## config.mk

```make
export PLATFORM = sky130hd
export DESIGN_NAME = arith_expression_tokenizer
export DESIGN_NICKNAME = d
export VERILOG_FILES = /design/src/aet_pkg.sv /design/src/arith_expression_tokenizer.sv /design/src/aet_front.sv /design/src/aet_queue.sv /design/src/aet_back.sv
export SDC_FILE = /design/constraint.sdc
export NUM_CORES = 1
export LEC_CHECK = 0
export BUFFER_PORTS_ARGS = -buffer_cell sky130_fd_sc_hd__buf_2
export CAP_MARGIN = 20
export CORE_MARGIN = 2
export CORE_UTILIZATION = 63
export CTS_CLUSTER_DIAMETER = 60
export DETAILED_ROUTE_END_ITERATION = 10
export PLACE_DENSITY = 0.8
export SLEW_MARGIN = 0
export SYNTH_ARGS = -nofsm -noshare
export SYNTH_HDL_FRONTEND = slang
export SYNTH_HIERARCHICAL = 1
export SYNTH_SLANG_ARGS = --single-unit
```

## constraint.sdc

```tcl
create_clock -name clk -period 6.27 [get_ports clk]
set_input_delay 0.3135 -clock clk [delete_from_list [all_inputs] [get_ports clk]]
set_output_delay 0.3135 -clock clk [all_outputs]
set_load 0.05 [all_outputs]
```

## src/aet_pkg.sv

```systemverilog
// shared types, constants and helpers for the arithmetic expression tokenizer
package aet_pkg;

    // source size bound and the saturation limit it implies
    localparam longint SOURCE_BYTES = 64'd65536;
    localparam logic [15:0] LIMIT = (SOURCE_BYTES - 64'd1 > 64'd65535) ? 16'hFFFF
                                                                       : 16'(SOURCE_BYTES - 64'd1);

    // token kinds
    localparam logic [2:0] KIND_LITERAL = 3'd0;
    localparam logic [2:0] KIND_IDENT   = 3'd1;
    localparam logic [2:0] KIND_PLUS    = 3'd2;
    localparam logic [2:0] KIND_MINUS   = 3'd3;
    localparam logic [2:0] KIND_STAR    = 3'd4;
    localparam logic [2:0] KIND_SLASH   = 3'd5;
    localparam logic [2:0] KIND_STOPTOK = 3'd6;
    localparam logic [2:0] KIND_END     = 3'd7;

    // most tokens one byte can cause
    localparam int BUNDLE_TOKENS = 3;
    localparam int BUNDLE_CNT_W  = $clog2(BUNDLE_TOKENS + 1);
    localparam int BUNDLE_SEL_W  = $clog2(BUNDLE_TOKENS);

    // bundle queue between front and back
    localparam int QUEUE_DEPTH = 4;
    localparam int QUEUE_PTR_W = $clog2(QUEUE_DEPTH);
    localparam int QUEUE_CNT_W = $clog2(QUEUE_DEPTH + 1);

    typedef enum logic [1:0] {
        MODE_IDLE  = 2'd0,
        MODE_LIT   = 2'd1,
        MODE_IDENT = 2'd2,
        MODE_STOP  = 2'd3
    } scan_mode_t;

    typedef struct packed {
        logic [7:0] char_code;
        logic       final_byte;
    } src_beat_t;

    typedef struct packed {
        logic [2:0]  token_kind;
        logic [15:0] token_start;
        logic [15:0] token_length;
        logic        run_last;
    } tok_beat_t;

    typedef struct packed {
        logic [2:0]  kind;
        logic [15:0] start;
        logic [15:0] length;
    } token_t;

    typedef struct packed {
        token_t [BUNDLE_TOKENS-1:0] tok;
        logic [BUNDLE_CNT_W-1:0]    count;
    } bundle_t;

    typedef struct packed {
        logic full;
        logic empty;
    } queue_status_t;

    // clamp a length or offset to the saturation limit
    function automatic logic [15:0] sat16(input logic [16:0] v);
        logic [15:0] r;
        if (v > {1'b0, LIMIT}) r = LIMIT;
        else                   r = v[15:0];
        return r;
    endfunction

endpackage

```

## src/arith_expression_tokenizer.sv

```systemverilog
// top level of the streaming arithmetic expression tokenizer
// Source bytes arrive one beat at a time on the src channel, final_byte marking
// the last byte of a text; tokens leave on the tok channel as kind, start offset
// and length, with run_last set on the last token caused by a given byte. Digit
// runs give literals, a letter followed by letters or digits gives an identifier,
// + - * / give one-character tokens, whitespace is skipped and any other byte
// gives a stop token after which bytes are ignored until the final byte, which
// flushes a pending token and adds an end token before the scanner returns to its
// reset state. Offsets and lengths saturate at the source-size bound. A byte is
// taken every cycle while the four-bundle queue has room; each byte causes zero
// to three tokens, and the back end moves one token per cycle through its output
// register while the receiver is ready, so bytes sustain one per cycle while the
// average number of tokens per byte stays at or below one, else one token per
// cycle. Tokens pass a queue entry, then the output register, after their byte.
module arith_expression_tokenizer
    import aet_pkg::*;
(
    input  logic      clk,
    input  logic      rst_n,
    input  logic      src_valid,
    output logic      src_ready,
    input  src_beat_t src_beat,
    output logic      tok_valid,
    input  logic      tok_ready,
    output tok_beat_t tok_beat
);

    logic          accept;
    logic          push;
    logic          pop;
    bundle_t       wr_bundle;
    bundle_t       head;
    queue_status_t status;

    // take a byte whenever the queue can hold its bundle
    assign src_ready = !status.full;
    assign accept    = src_valid && src_ready;

    // classify the byte and form its token bundle
    aet_front u_front (
        .clk    (clk),
        .rst_n  (rst_n),
        .accept (accept),
        .beat   (src_beat),
        .push   (push),
        .bundle (wr_bundle)
    );

    // bundles wait here so that a stalled output does not stall the scanner at once
    aet_queue u_queue (
        .clk       (clk),
        .rst_n     (rst_n),
        .push      (push),
        .wr_bundle (wr_bundle),
        .pop       (pop),
        .head      (head),
        .status    (status)
    );

    // serialise bundles into token beats
    aet_back u_back (
        .clk       (clk),
        .rst_n     (rst_n),
        .head      (head),
        .status    (status),
        .pop       (pop),
        .tok_valid (tok_valid),
        .tok_ready (tok_ready),
        .tok_beat  (tok_beat)
    );

    // an accepted byte that causes tokens always finds a free queue slot
    assert property (@(posedge clk) disable iff (!rst_n)
        status.full |-> !accept)
        else $error("byte accepted with the queue full");

endmodule

```

## src/aet_front.sv

```systemverilog
// front end: classifies each byte, tracks scan state and builds a token bundle
module aet_front
    import aet_pkg::*;
(
    input  logic          clk,
    input  logic          rst_n,
    input  logic          accept,
    input  src_beat_t     beat,
    output logic          push,
    output bundle_t       bundle
);

    scan_mode_t  mode_reg, mode_next;
    logic [15:0] pos_reg, pos_next;
    logic [15:0] pstart_reg, pstart_next;

    logic [7:0]  c;
    logic        fin, is_num, is_letter, is_word, is_space, is_op;
    logic        flush_a, scan_idle, starts_lit, starts_ident, stop_hit;
    logic        lit_after, ident_after;
    logic [15:0] span, span_cur, pos_plus;
    logic [2:0]  op_kind;

    assign c         = beat.char_code;
    assign fin       = beat.final_byte;
    assign is_num    = (c >= "0") && (c <= "9");
    assign is_letter = ((c >= "a") && (c <= "z")) || ((c >= "A") && (c <= "Z"));
    assign is_word   = is_num || is_letter;
    assign is_space  = (c == 8'h20) || (c == 8'h09) || (c == 8'h0A) || (c == 8'h0B)
                    || (c == 8'h0C) || (c == 8'h0D);
    assign is_op     = (c == "+") || (c == "-") || (c == "*") || (c == "/");

    assign flush_a      = ((mode_reg == MODE_LIT) && !is_num)
                       || ((mode_reg == MODE_IDENT) && !is_word);
    assign scan_idle    = (mode_reg == MODE_IDLE) || flush_a;
    assign starts_lit   = scan_idle && is_num;
    assign starts_ident = scan_idle && is_letter;
    assign stop_hit     = scan_idle && !is_word && !is_space && !is_op;
    assign lit_after    = starts_lit || ((mode_reg == MODE_LIT) && is_num);
    assign ident_after  = starts_ident || ((mode_reg == MODE_IDENT) && is_word);

    assign span     = (pos_reg >= pstart_reg) ? (pos_reg - pstart_reg) : 16'd0;
    // a token started by this byte has no distance yet
    assign span_cur = (starts_lit || starts_ident) ? 16'd0 : span;
    assign pos_plus = sat16({1'b0, pos_reg} + 17'd1);

    always_comb
    begin
        unique case (c)
            "+":     op_kind = KIND_PLUS;
            "-":     op_kind = KIND_MINUS;
            "*":     op_kind = KIND_STAR;
            "/":     op_kind = KIND_SLASH;
            default: op_kind = KIND_STOPTOK;
        endcase
    end

    // next state
    always_comb
    begin
        mode_next   = mode_reg;
        pos_next    = pos_reg;
        pstart_next = pstart_reg;
        if (accept)
        begin
            if (fin)
            begin
                mode_next   = MODE_IDLE;
                pos_next    = 16'd0;
                pstart_next = 16'd0;
            end
            else
            begin
                pos_next = pos_plus;
                if (starts_lit || starts_ident) pstart_next = pos_reg;
                if (lit_after)                          mode_next = MODE_LIT;
                else if (ident_after)                   mode_next = MODE_IDENT;
                else if (stop_hit || mode_reg == MODE_STOP) mode_next = MODE_STOP;
                else                                    mode_next = MODE_IDLE;
            end
        end
    end

    // outputs: candidate tokens in emission order, packed to the front of the bundle
    always_comb
    begin
        token_t                  cand [4];
        logic [3:0]              cv;
        logic [BUNDLE_CNT_W-1:0] n;

        cand[0].kind   = (mode_reg == MODE_LIT) ? KIND_LITERAL : KIND_IDENT;
        cand[0].start  = pstart_reg;
        cand[0].length = sat16({1'b0, span});
        cv[0]          = flush_a;

        cand[1].kind   = op_kind;
        cand[1].start  = pos_reg;
        cand[1].length = 16'd1;
        cv[1]          = scan_idle && (is_op || stop_hit);

        cand[2].kind   = lit_after ? KIND_LITERAL : KIND_IDENT;
        cand[2].start  = (starts_lit || starts_ident) ? pos_reg : pstart_reg;
        cand[2].length = sat16({1'b0, span_cur} + 17'd1);
        cv[2]          = fin && (lit_after || ident_after);

        cand[3].kind   = KIND_END;
        cand[3].start  = pos_plus;
        cand[3].length = 16'd0;
        cv[3]          = fin;

        bundle = '0;
        n      = '0;
        for (int i = 0; i < 4; i++)
        begin
            if (cv[i])
            begin
                bundle.tok[n[BUNDLE_SEL_W-1:0]] = cand[i];
                n = n + 1'b1;
            end
        end
        bundle.count = n;
        push         = accept && (n != '0);
    end

    always_ff @(posedge clk or negedge rst_n)
    begin
        if (!rst_n)
        begin
            mode_reg   <= MODE_IDLE;
            pos_reg    <= 16'd0;
            pstart_reg <= 16'd0;
        end
        else
        begin
            mode_reg   <= mode_next;
            pos_reg    <= pos_next;
            pstart_reg <= pstart_next;
        end
    end

    // stop mode is left only by the final byte
    assert property (@(posedge clk) disable iff (!rst_n)
        (mode_reg == MODE_STOP && accept && !fin) |=> (mode_reg == MODE_STOP))
        else $error("stop mode left before the final byte");

    // a final byte always leaves an end token as the last of its bundle
    assert property (@(posedge clk) disable iff (!rst_n)
        (accept && fin) |-> (push && bundle.tok[bundle.count - 1'b1].kind == KIND_END))
        else $error("final byte without trailing end token");

endmodule

```

## src/aet_queue.sv

```systemverilog
// short bundle queue between the front and back ends
module aet_queue
    import aet_pkg::*;
(
    input  logic          clk,
    input  logic          rst_n,
    input  logic          push,
    input  bundle_t       wr_bundle,
    input  logic          pop,
    output bundle_t       head,
    output queue_status_t status
);

    bundle_t                 entry_reg [QUEUE_DEPTH];
    logic [QUEUE_PTR_W-1:0]  wr_ptr_reg, wr_ptr_next;
    logic [QUEUE_PTR_W-1:0]  rd_ptr_reg, rd_ptr_next;
    logic [QUEUE_CNT_W-1:0]  count_reg, count_next;

    assign head         = entry_reg[rd_ptr_reg];
    assign status.full  = (count_reg == QUEUE_CNT_W'(QUEUE_DEPTH));
    assign status.empty = (count_reg == '0);

    always_comb
    begin
        wr_ptr_next = wr_ptr_reg;
        rd_ptr_next = rd_ptr_reg;
        if (push)
            wr_ptr_next = (wr_ptr_reg == QUEUE_PTR_W'(QUEUE_DEPTH - 1)) ? '0
                                                                         : wr_ptr_reg + 1'b1;
        if (pop)
            rd_ptr_next = (rd_ptr_reg == QUEUE_PTR_W'(QUEUE_DEPTH - 1)) ? '0
                                                                         : rd_ptr_reg + 1'b1;
        count_next = count_reg + QUEUE_CNT_W'(push) - QUEUE_CNT_W'(pop);
    end

    always_ff @(posedge clk)
    begin
        if (push) entry_reg[wr_ptr_reg] <= wr_bundle;
    end

    always_ff @(posedge clk or negedge rst_n)
    begin
        if (!rst_n)
        begin
            wr_ptr_reg <= '0;
            rd_ptr_reg <= '0;
            count_reg  <= '0;
        end
        else
        begin
            wr_ptr_reg <= wr_ptr_next;
            rd_ptr_reg <= rd_ptr_next;
            count_reg  <= count_next;
        end
    end

    assert property (@(posedge clk) disable iff (!rst_n) push |-> !status.full)
        else $error("bundle queue overflow");

    assert property (@(posedge clk) disable iff (!rst_n) pop |-> !status.empty)
        else $error("bundle queue underflow");

endmodule

```

## src/aet_back.sv

```systemverilog
// back end: walks the head bundle a token a cycle, unless stalled, to output
module aet_back
    import aet_pkg::*;
(
    input  logic          clk,
    input  logic          rst_n,
    input  bundle_t       head,
    input  queue_status_t status,
    output logic          pop,
    output logic          tok_valid,
    input  logic          tok_ready,
    output tok_beat_t     tok_beat
);

    logic [BUNDLE_SEL_W-1:0] sel_reg, sel_next;
    logic                    valid_reg, valid_next;
    tok_beat_t               beat_reg, beat_next;
    logic                    load, last_of_bundle;
    token_t                  cur;

    assign load           = !status.empty && (!valid_reg || tok_ready);
    assign cur            = head.tok[sel_reg];
    assign last_of_bundle = (BUNDLE_CNT_W'(sel_reg) + 1'b1) == head.count;
    assign pop            = load && last_of_bundle;

    always_comb
    begin
        sel_next   = sel_reg;
        valid_next = valid_reg;
        beat_next  = beat_reg;
        if (load)
        begin
            valid_next             = 1'b1;
            beat_next.token_kind   = cur.kind;
            beat_next.token_start  = cur.start;
            beat_next.token_length = cur.length;
            beat_next.run_last     = last_of_bundle;
            sel_next               = last_of_bundle ? '0 : sel_reg + 1'b1;
        end
        else if (tok_ready)
        begin
            valid_next = 1'b0;
        end
    end

    always_ff @(posedge clk or negedge rst_n)
    begin
        if (!rst_n)
        begin
            sel_reg   <= '0;
            valid_reg <= 1'b0;
        end
        else
        begin
            sel_reg   <= sel_next;
            valid_reg <= valid_next;
        end
    end

    always_ff @(posedge clk)
    begin
        beat_reg <= beat_next;
    end

    assign tok_valid = valid_reg;
    assign tok_beat  = beat_reg;

    // part way through a bundle the bundle must still be at the head
    assert property (@(posedge clk) disable iff (!rst_n)
        (sel_reg != '0) |-> (!status.empty && BUNDLE_CNT_W'(sel_reg) < head.count))
        else $error("token index beyond head bundle");

    // a beat loaded before the last of its bundle leaves the walk mid-bundle
    assert property (@(posedge clk) disable iff (!rst_n)
        (load && !last_of_bundle) |=> (sel_reg != '0))
        else $error("bundle walk lost its place");

endmodule

```

# Yosys cells after proc, flatten, opt, wreduce, memory -nomap -nowiden
# Memory sizes are Yosys's and may differ from the RTL's.
# Cells that the tools add are included.
# op_classes
muxes,40
reduce_logical,51
magnitude_cmp,16
n_eq_ne,17
add_sub_neg,11
# op_table
cell,n
$bwmux 105,3
$mux 105,3
$demux 35 s2,3
$mux 35,5
$mux 16,7
$bmux 35 s2,1
$eq 8x4->1 const B,5
$eq 8x6->1 const B,5
$add 16x1->17 const B,2
$gt 17x16->1 const B,2
$logic_and 1x1->1,21
$mux 2,10
$logic_or 1x1->1,19
$ge 16x16->1,1
$ge 8x7->1 const B,2
$le 8x7->1 const B,2
$sub 16x16->16,1
$pmux 3 s4,1
$add 2x1->2 const B,5
$lt 2x3->1 const B,3
$eq 2x2->1 const B,4
$ge 8x6->1 const B,1
$le 8x6->1 const B,1
$logic_not 1->1,7
other kinds (13),21
# word_totals
wordCells,148
mem_bits_rw,428
regBits,80
memories,1
# mem_list
name,depth,word_bits,rd,rd_clocked_by_memory_dff,wr,line,source
u_queue.entry_reg,4,107,1,0,1,aet_queue.sv:14,bundle_t entry_reg [QUEUE_DEPTH];

# Longest topological paths before layout
# logic_depth
depth_word,22
mapped_depth,23

# Hierarchy
# Netlist, hierarchy kept.
# modules_own_cells
mod,area_per_inst_um2,seq_area_each_um2,instances,cells_per_inst
aet_queue,15806.4,13027.5,1,595
aet_front,5033.6,850.8,1,703
aet_back,1985.7,1156.1,1,174
arith_expression_tokenizer,10.0,0.0,1,2

# Worst setup path after synthesis
# No wires, ideal clock.
# synth_path
path_kind,input to register
start,input src_beat[3] in the netlist's numbering
end,"memory u_queue/entry_reg[0][0] in the netlist's numbering, enable pin"
t_required_ns,5.792
slack_ns,0.238
n_path_buf,1
cell_stages,12
arrival_ns,5.554
cell_sequence,buf_4 or4_1 o221ai_2 nand2_1 a221o_1 inv_1 ha_1 xnor2_1 ha_1 mux2i_1 o21a_1 and2_1
# synth_rtl
element,line,source
from (decl),arith_expression_tokenizer.sv:22,"input src_beat_t src_beat,"
to (decl),aet_queue.sv:14,

==> results.yml <==
cells_and_area:
  nFillCells: 2172
  regArea_um2: 15000
  final_util_pct: 70.9
  finalNetCount: 1553
  syn2layout_area_growth_pct: 10.8
  n_antenna_cell: 0
  multi_input_area_um2: 7150
  largest_register_ffs: 428
  final_layout_size_suffix_gt1_share_pct: 19.0
  stdcell_count: 2007
logic_synthesis:
  netlist_area_um2: 22800
  yosys-top-cells-area: "edfxtp_1, mux4_2, dfrtp_1, mux2i_1, ha_1"
  ys_types: 74
  ys_warn_count: 6
  synthArstFlopShare_pct: 8.66
  syn_nets: 1523
  synth_edf_count: 464
  ys_seq_area_share_pct: 65.8
  synth_top_area_share_pct: 61.0
  yosysMostFrequentCell: "edfxtp_1"
  synthCells: 1474
  ys_seq_elements: 508
  postSynthAreaPerCell_um2: 15.5
  synth_commonest_cells: "edfxtp_1, mux4_2, nand2_1"
  ys.flop_type: "edfxtp_1"
  yosysTopAreaCell: "edfxtp_1"
power_and_ir_drop:
  seq_power_share_pct: 38.1
  cell_internal_pwr_mw: 9.08
  p_per_area_nw_per_um2: 573
  clockPowerShare_pct: 22.1
  p_leak_nw: 8.72
  pwr-share-comb_pct: 39.8
  switching_share_pct: 37.4
  power_switching_mw: 5.42
  vdd_drop_max_mv: 0.382
route:
  avgRoutedWirePerCell_um: 25.3
  viasPerCell: 6.75
  vias: 13500
  drt_iter0_markers: 1511
  drt-total-wl_um: 50800
  drtAntennaViolNets: 0
  drt_first_pass_iters: 9
  drc: 2
floorplanning:
  die_area_um2: 37800
  start_util_pct: 64.0
  pin_count: 51
  fp-row-count: 69
  dieWidth_um: 194
  die_h_um: 194
  core-area_um2: 35700
clock_network:
  clkTransAtPathRegs_ns: 0.06
  cts_sinks: 508
  root_buffer: "clkbuf_16"
  clkLatencyLatePin_ns: 0.60
  htreeDepth: 2
  cts_buffer_depth: 3
  cts_tree: "built"
  cts_made_buffers: 51
timing:
  fmax_ghz: 0.173
  layout_min_cycle_time_ns: 5.79
  fin_skew_ns: 0.0310
  rsz0062_at_grt: "false"
  setup_viol: 0
  setup_tns_ns: 0
  hold_violations: 0
  slew_headroom_pct: 32.4
  drv_slew: 0
  period_share_pct: 92.4
  holdWs_ns: 0.0484
  tightestPinTransition_ns: 1.01
critical_path:
  rrSetupSlack_ns: 0.48
  crit_fanout: 16
  endpoint_kind: "register"
  critPathLaunchType: "register"
  critical_path.endpoint: "u_queue/entry_reg[2][4]"
  critPathArrivalTime_ns: 6.14
  reg2reg_from: "u_front/pos_reg[0]"
  r2r-end: "u_queue/entry_reg[2][4]"
  critPathKind: "reg -> reg"
  startpoint: "u_front/pos_reg[0]"
  worst_r2r_path_depth: 20
  cp.required_ns: 6.62
job:
  cap_violations: 0
grt:
  antenna_found_initial: 0
  grt_use_total_pct: 27.6
  gr-total-overflow: 0
  grt_max_degree: 71
  grt_pass1_vias: 14000
  grt_pass1_wl_um: 79200
placement:
  place_inst: 1909
  port_buffers: 50
  dpl.hpwl_um: 29800
  gp_congestion: 0.954
hold_path:
  min_path_cells: 3
  hold_path.class: "in -> reg"
outcome:
  violations: "design-rule violations"
  status: "finished, violations left"
[metrics by stage]
stage | cell area [um^2] | setup WS (ns) | total power, mW
floorplan | 22800 | 0.238 | 9.69
global placement | 23500 | 0.955 | 11.1
detailed placement | 23500 | 0.704 | 11.2
CTS | 25300 | 0.631 | 14.5
global route | 25300 | 0.0734 | 15.1
finish | 25300 | 0.478 | 14.5
[power groups by stage]
stage / Clock, mW / Sequential [mW] / Combinational (mW)
4_1_cts: 3.25 / 5.53 / 5.73
3_5_place_dp: 0 / 5.58 / 5.66
5_1_grt: 3.37 / 5.61 / 6.15
6_report: 3.21 / 5.52 / 5.77
2_1_floorplan: 0 / 5.86 / 3.84
3_3_place_gp: 0 / 5.51 / 5.54
[how the worst min path moves through the flow]
stage          slack [ns]           endpoint                 start
2_1_floorplan        0.02  u_back/sel_reg[0]                 rst_n
3_3_place_gp         0.52   u_back/tok_valid  u_queue/count_reg[1]
3_5_place_dp         0.53   u_back/tok_valid  u_queue/count_reg[1]
4_1_cts              0.03   u_back/tok_valid             tok_ready
5_1_grt              0.08   u_back/tok_valid             tok_ready
6_report             0.05   u_back/tok_valid             tok_ready
[timing repair]
action,4_1_cts,5_1_grt
hold endpoints to repair,44,0
buffers inserted,0,0
resized for setup,0,0
setup endpoints to repair,0,0
hold buffers,1,0
[cell usage in the layout, fill, tap and decap left out, types with 10 or more instances in the layout]
master,instances
and3_1,10
clkinv_1,12
xor2_1,11
inv_1,50
mux2i_1,56
a31oi_1,19
o21ai_0,62
nand3_1,27
a22oi_1,18
buf_4,18
clkbuf_16,53
dfrtp_1,41
buf_2,50
edfxtp_1,464
nor3_1,13
and2_1,11
nand2_1,90
a221oi_1,17
a21oi_1,60
xnor2_1,31
mux4_2,107
ha_1,34
nor2_1,63
o22ai_1,40
[metal layers]
metal	track usage [%]	vias up	wire, um	share of wire, %
li1	-	5899	-	-
met1	35.9	6859	19800	39
met3	4.53	121	3810	7.5
met4	10.5	0	1470	2.9
met5	0	-	0	0
met2	47.2	669	25800	51
[critical path: stages, from the launching register on]
cell and delay [ns]:
dfrtp_1 0.48, inv_1 0.14, ha_1 0.24, inv_1 0.07, fa_1 0.20, a211oi_1 0.12, o31ai_1 0.42, o21ai_1 0.18
a31oi_2 0.31, and2_1 0.58, nand2b_1 0.19, inv_1 0.13, ha_1 0.19, and3_1 0.18, nand4_1 0.19, nor4_2 0.31
nor4b_4 0.44, and4_1 0.43, buf_4 0.27, nor2_1 0.12, o21ai_0 0.36
[cells by family after synthesis]
| group | Yosys count | synth area share, % |
|---|---|---|
| flip-flops | 508 | 65.8 |
| AO/OA/AOI/OAI | 294 | 8.48 |
| AND/OR/NAND/NOR | 274 | 5.88 |
| multiplexers | 166 | 13.2 |
| buffers and inverters | 153 | 2.93 |
| XOR/XNOR | 43 | 1.68 |
| adder cells (fa/ha/maj) | 36 | 2.04 |
[final cells by class]
type	count	share of cell area [%]
multi-input combinational	813	28.3
sequential	508	59.5
clock buffer	65	5.54
inverter	53	0.787
clock inverter	30	1.49
tap	461	2.28
timing repair buffer	77	2.14
No activity file was read; power rests on OpenSTA's default activity.
